`config.mk`:
```
export PLATFORM = sky130hd
export DESIGN_NAME = spri_mod
export DESIGN_NICKNAME = d
export VERILOG_FILES = /design/src/rtl/shuffle_picker_recent_inhibit_top_defines.svh /design/src/rtl/spri_mod.sv
export SDC_FILE = /design/constraint.sdc
export NUM_CORES = 1
export LEC_CHECK = 0
export ABC_AREA = 1
export BUFFER_PORTS_ARGS = -buffer_cell sky130_fd_sc_hd__buf_2
export CORE_AREA = 2 2 93 95
export DETAILED_ROUTE_END_ITERATION = 8
export DIE_AREA = 0 0 95 97
export PLACE_DENSITY = 0.85
export SETUP_SLACK_MARGIN = 0.05
export SKIP_LAST_GASP = 1
export SYNTH_ARGS = -nofsm -noshare
export SYNTH_HDL_FRONTEND = slang
export SYNTH_SLANG_ARGS = --single-unit
```
`constraint.sdc`:
```
create_clock -name clk -period 2.1 [get_ports clk]
set_input_delay 0.105 -clock clk [delete_from_list [all_inputs] [get_ports clk]]
set_output_delay 0.105 -clock clk [all_outputs]
set_load 0.02 [all_outputs]
```
`src/rtl/shuffle_picker_recent_inhibit_top_defines.svh`:
```
// Assertion macros used by the shuffle picker top level.
`ifndef SHUFFLE_PICKER_RECENT_INHIBIT_TOP_DEFINES_SVH
`define SHUFFLE_PICKER_RECENT_INHIBIT_TOP_DEFINES_SVH
`ifndef SYNTHESIS
`define SPRI_ASSERT_SAME(name, clk, rst, ante, cons) \
  name: assert property (@(posedge clk) disable iff (rst) (ante) |-> (cons)) \
    else $error("shuffle picker check failed");
`define SPRI_ASSERT_NEXT(name, clk, rst, ante, cons) \
  name: assert property (@(posedge clk) disable iff (rst) (ante) |=> (cons)) \
    else $error("shuffle picker check failed");
`else
`define SPRI_ASSERT_SAME(name, clk, rst, ante, cons)
`define SPRI_ASSERT_NEXT(name, clk, rst, ante, cons)
`endif
`endif

```
`src/rtl/spri_mod.sv`:
```
// Bit-serial restoring remainder unit: 32-bit dividend modulo a 16-bit divisor.
module spri_mod (
  input  logic        clk,
  input  logic        rst,
  input  logic        start,
  input  logic [31:0] dividend,
  input  logic [15:0] divisor,
  output logic        done,
  output logic [15:0] remainder
);

  logic        run;
  logic [4:0]  cnt;
  logic [31:0] dvd;
  logic [15:0] div;
  logic [16:0] shifted;
  logic [16:0] diff;

  assign shifted = {remainder, dvd[31]};
  assign diff = shifted - {1'b0, div};

  always_ff @(posedge clk) begin
    if (rst) begin
      run <= 1'b0;
      done <= 1'b0;
      cnt <= '0;
    end else begin
      done <= 1'b0;
      if (start) begin
        run <= 1'b1;
        cnt <= '0;
        dvd <= dividend;
        div <= divisor;
        remainder <= '0;
      end else if (run) begin
        remainder <= diff[16] ? shifted[15:0] : diff[15:0];
        dvd <= {dvd[30:0], 1'b0};
        cnt <= cnt + 5'd1;
        if (cnt == 5'd31) begin
          run <= 1'b0;
          done <= 1'b1;
        end
      end
    end
  end

endmodule

```
After elaboration in Yosys (flattened, before gate mapping). Cells that the tools add are included.

$add $sub $neg: 2. Eq/ne operators: 1. Multiplexer cells: 8. Bitwise operators: 2. Reductions and logical operators: 5.

Operators by type and width (number): 32-bit two-way mux (2); 16-bit two-way mux (2); 17-bit by 16-bit subtractor with 17-bit output (1); 5-bit by 1-bit adder with 5-bit output (second input constant) (1); 5-bit equality test (second input constant) (1); 1-bit two-way mux (4); 2-bit AND reduction (2); 3-bit OR reduction (1); 1-bit NOT (2); 2-bit nonzero test (1); 2-bit OR reduction (1).

Register bits after elaboration: 71. Bits of input ports: 51. Logic and storage cells: 24.

Depth between registers and ports, before layout.
Depth after elaboration: 4. Mapped depth: 15. Depth with buffers taken out: 14.

Worst setup path after synthesis. No wires, ideal clock.

Kind: reg-to-reg. Start point: register remainder[0]. End point: register remainder[8] (data pin). Data arrival time: 1.917 ns. Setup slack: -0.070 ns. Stages on the path, launching flop included: 14. Clock period less this slack: 2.170 ns. Path through: edfxtp_1 inv_1 fa_1 inv_1 nand2_1 nand2_1 nand3_1 nand2_2 nand2_2 nand3_2 buf_2 nand3_1 nand2_1 nor2_1.

Word-level cells in the longest chain between the ends: 3.

RTL lines: start, declared (line spri_mod.sv:9) `output logic [15:0] remainder`; start signal, assigned (line spri_mod.sv:36) `remainder <= diff[16] ? shifted[15:0] : diff[15:0];`; 17-bit by 16-bit subtractor with 17-bit output (line spri_mod.sv:20) `assign diff = shifted - {1'b0, div};`; 16-bit two-way mux (line spri_mod.sv:36); 16-bit two-way mux (line spri_mod.sv:35) `end else if (run) begin`.

Every way passes these cells. The select of a mux whose other input is x is not followed. A chain may end at the register's enable or synchronous reset.

Worst setup path in the final report.
Start point: register dvd[31]. End point: register remainder[5] (data pin).

Word-level cells in the longest chain between the ends: 3.

RTL lines: start, declared (line spri_mod.sv:14) `logic [31:0] dvd;`; start signal, assigned (line spri_mod.sv:32) `dvd <= dividend;`; start signal, assigned (line spri_mod.sv:37) `dvd <= {dvd[30:0], 1'b0};`; 17-bit by 16-bit subtractor with 17-bit output (line spri_mod.sv:20); 16-bit two-way mux (line spri_mod.sv:36); 16-bit two-way mux (line spri_mod.sv:35).

Every way passes these cells. The select of a mux whose other input is x is not followed.

==> out/results.txt <==
The logs give 8130 µm² for the area inside the core boundary and 254 for the number of design-rule violations left by the first detailed-router iteration. The post-route clock period utilization was 101%. For the number of standard cells after synthesis, the log shows 503. Synthesis-to-finish area growth: 32.4%. The longest clock path from root to sink contains 2 buffers.

Entering global routing, the biggest net connects 41 pins. In this run the core area contains 33 standard-cell rows. Using the TritonRoute via totals, the vias-per-cell ratio works out to 4.91. The final setup slack of the worst path is -0.0161 ns, and the worst reg2reg path depth is 14. In this run the register-to-register setup slack is -0.02 ns. In this run the most critical hold path is launched from dividend[0]. The classification of the worst-slack hold path is primary input to flop. The sequential element share of the synthesized area was 51.0%; the number of enable flip-flop cells after synthesis was 64. The tools report the number of top-level pins as 68. The startpoint of the most critical register-to-register path was dvd[31]. The congestion estimate from routability-driven global placement came to 0.861. The logs give 0 for the final antenna-violating net count and 2.72 nW for the leakage power. The count of vias placed by the detailed router is 3589, and the die extent in y is 97 µm.

The post-route netlist has 27.3% of its cells at a drive strength greater than 1. The critical path is of the flop to flop type. The die outline width is 95 µm, and the count of different cell masters after synthesis is 26. Maximum achievable frequency: 0.473 GHz. The power per unit of standard cell area was 733 nW/µm²; the clock sink total was 71. For the insertion delay to the later sink of the worst-skew pair, the log shows 0.35 ns. Across every metal layer, demand over resource in global routing totals 21.3%.

The total detailed-routing wirelength is 9600 µm, and the synthesis-stage register bit count is 71. The final number of setup-violating endpoints was 2. For the via count of the first global-routing pass, the log shows 3652. Across all hold checks on the routed design, the worst slack comes to 0.0105 ns. The top flip-flop cell by instance count after synthesis is sky130_fd_sc_hd__edfxtp_1. For hold timing, the worst endpoint is dvd[0]. In the final routed layout, each cell accounts on average for 13.1 µm. The tools report the number of H-tree levels as 3. VDD sags by at most 0.474 mV.

The initial utilization of the core area, before any placement, comes to 49.7%. The number of nets handed over by synthesis was 573. The checks that failed: negative setup slack. The number of antenna diodes in the final layout is 0. STA puts the critical path data arrival time at 2.23 ns. Setup repair after global routing could not meet its margin everywhere. The flow ran to the end, but the final reports show violations.

The nature of the critical path startpoint was a flop. Counting instances, the worst hold path has a depth of 3. TritonCTS built the clock tree. The die covers 9220 µm². Sort of element at the end of the critical path: a flop. The global-route wire length before repair was 15600 µm. The max-slew headroom at the worst pin is 61.6%, and the final-report hold violation count is 0. The run gives 65.8% as the fraction of the core area covered by cells at the end of the flow. For this run, the detailed router's first-pass iteration total came to 9.

The run gives 691 as the number of nets in the final layout. Clock skew on the completed layout was measured at 0.00747 ns. The run gives 2.21 ns as the required time of the critical path. Global routing finished with a remaining overflow of 0. The capture point of the worst reg-to-reg path is remainder[5].

After synthesis, the mean cell area works out to 8.04 µm². Clock transition time at the flip-flop clock pins of the worst setup and hold paths: 0.08 ns. For the finished layout, the period the worst path requires is 2.12 ns.

Along the worst path, the maximum fanout reaches 7. The final count of pins violating max slew was 0; the Yosys warning count was 0. The tool flagged a number of max-cap violations equal to 0. The clock buffer count from CTS is 9, and the DRC violation count after routing is 0. The number of antenna violations at the first check in global routing is 0, and the cell area after technology mapping is 4050 µm². The tools report the HPWL after detailed placement as 6430 µm. In this run the clock root is driven by a sky130_fd_sc_hd__clkbuf_8.

Transition time at the pin with the least slew margin: 0.576 ns. The count of input and output buffers was 67; the share of flip-flops with an asynchronous set or reset after synthesis was 0%.
-- area by class of cell --
cell class / count / area (µm²)
Timing Repair Buffer: 118 / 782
Clock buffer: 9 / 124
Multi-Input combinational cell: 337 / 1890
Inverter: 84 / 315
Fill cell: 621 / 2780
Clock inverter: 7 / 47.5
Sequential cell: 71 / 2060
Tap cell: 105 / 131
-- cells by family after synthesis --
logic type,synth area share (%)
buffers and inverters,9.37
AO/OA/AOI/OAI,2.38
flip-flops,51.0
adder cells (fa/ha/maj),6.06
AND/OR/NAND/NOR,29.5
XOR/XNOR,1.73
-- state kept, by name, indices dropped and copies added, names as in the netlist --
name	cells
cnt	5
div	16
remainder	16
dvd	32
run	1
done	1
-- layer usage --
| metal | part of all wire (%) | GRT usage (%) | up-vias | wire, µm |
|---|---|---|---|---|
| li1 | - | - | 1793 | - |
| met2 | 53 | 38.6 | 150 | 5090 |
| met4 | 2.6 | 9.36 | 0 | 245 |
| met3 | 6.4 | 4.21 | 26 | 619 |
| met5 | 0 | 0 | - | 0 |
| met1 | 38 | 23.6 | 1620 | 3650 |
-- synthesized netlist by cell type (2+ instances only) --
cell | instances | share of area, %
sky130_fd_sc_hd__a21oi_1 | 13 | 1.6
sky130_fd_sc_hd__buf_2 | 3 | 0.37
sky130_fd_sc_hd__buf_6 | 2 | 0.56
sky130_fd_sc_hd__clkbuf_1 | 6 | 0.56
sky130_fd_sc_hd__dfxtp_1 | 7 | 3.5
sky130_fd_sc_hd__edfxtp_1 | 64 | 48
sky130_fd_sc_hd__ha_1 | 18 | 5.6
sky130_fd_sc_hd__inv_1 | 82 | 7.6
sky130_fd_sc_hd__inv_2 | 2 | 0.19
sky130_fd_sc_hd__nand2_1 | 206 | 19
sky130_fd_sc_hd__nand2_2 | 4 | 0.62
sky130_fd_sc_hd__nand2_4 | 3 | 0.84
sky130_fd_sc_hd__nand3_1 | 26 | 3.2
sky130_fd_sc_hd__nand3_2 | 2 | 0.49
sky130_fd_sc_hd__nor2_1 | 44 | 4.1
sky130_fd_sc_hd__nor3_1 | 3 | 0.37
sky130_fd_sc_hd__o21ai_0 | 3 | 0.37
sky130_fd_sc_hd__xor2_1 | 7 | 1.5
-- placed cells by master, fill, tap and decap left out, drive strengths merged --
master	n
xor2	7
dlygate4sd3	16
buf	102
a21oi	14
clkbuf	9
o21ai	3
fa	1
clkinvlp	2
edfxtp	64
or2	1
nor2	44
nand2	214
inv	85
nor3	4
ha	18
clkinv	4
dfxtp	7
nand3b	1
xnor2	1
and3	1
nand3	28
-- critical path: stages (launching register included) --
cell                       delay, ns
sky130_fd_sc_hd__edfxtp_1       0.36
sky130_fd_sc_hd__inv_1          0.05
sky130_fd_sc_hd__ha_2           0.19
sky130_fd_sc_hd__fa_2           0.35
sky130_fd_sc_hd__inv_2          0.07
sky130_fd_sc_hd__nand2_2        0.07
sky130_fd_sc_hd__nand2_4        0.08
sky130_fd_sc_hd__nand3_2        0.08
sky130_fd_sc_hd__nand2_2        0.10
sky130_fd_sc_hd__nand2_4        0.08
sky130_fd_sc_hd__nand3_4        0.10
sky130_fd_sc_hd__buf_8          0.14
sky130_fd_sc_hd__nand3_2        0.09
sky130_fd_sc_hd__nand2_2        0.07
sky130_fd_sc_hd__nor2_1         0.06
-- worst max path at each step --
stage	startpoint	endpoint	slack [ns]	depth (start not counted)
2_1_floorplan	remainder[14]	remainder[13]	0.05	12
3_3_place_gp	dvd[31]	remainder[11]	0.05	14
3_5_place_dp	dvd[31]	remainder[7]	-0.05	14
4_1_cts	dvd[31]	remainder[5]	0.01	14
5_1_grt	dvd[31]	remainder[12]	-0.13	14
6_report	dvd[31]	remainder[5]	-0.02	14
-- power breakdown --
part / total (mW) / leakage (nW) / switching (mW) / internal (mW)
combinational: 1.20 / 1.97 / 0.697 / 0.506
sequential: 1.73 / 0.672 / 0.0616 / 1.67
clock: 0.988 / 0.0858 / 0.558 / 0.430
total: 3.92 / 2.72 / 1.32 / 2.61
-- through the flow --
step	cell area (µm²)	TNS (ns)	power, mW	worst slack (ns)	std cells
floorplan	4180	0	2.46	0.0520	503
global placement	4750	0	2.71	0.0461	684
detailed placement	4750	-0.305	2.76	-0.0527	684
CTS	5190	0	3.82	0.0147	723
global route	5360	-1.67	4.15	-0.125	731
finish	5360	-0.0179	3.92	-0.0161	731
-- repair_timing --
item                       in CTS  in global routing
pin swaps                       4                 11
buffers inserted                7                  7
setup endpoints to repair      16                 16
resized for setup              15                 22
hold endpoints to repair       16                  0
hold buffers                   16                  0
cloned                          0                  1
Note: power is estimated with default switching activity, not from simulation.
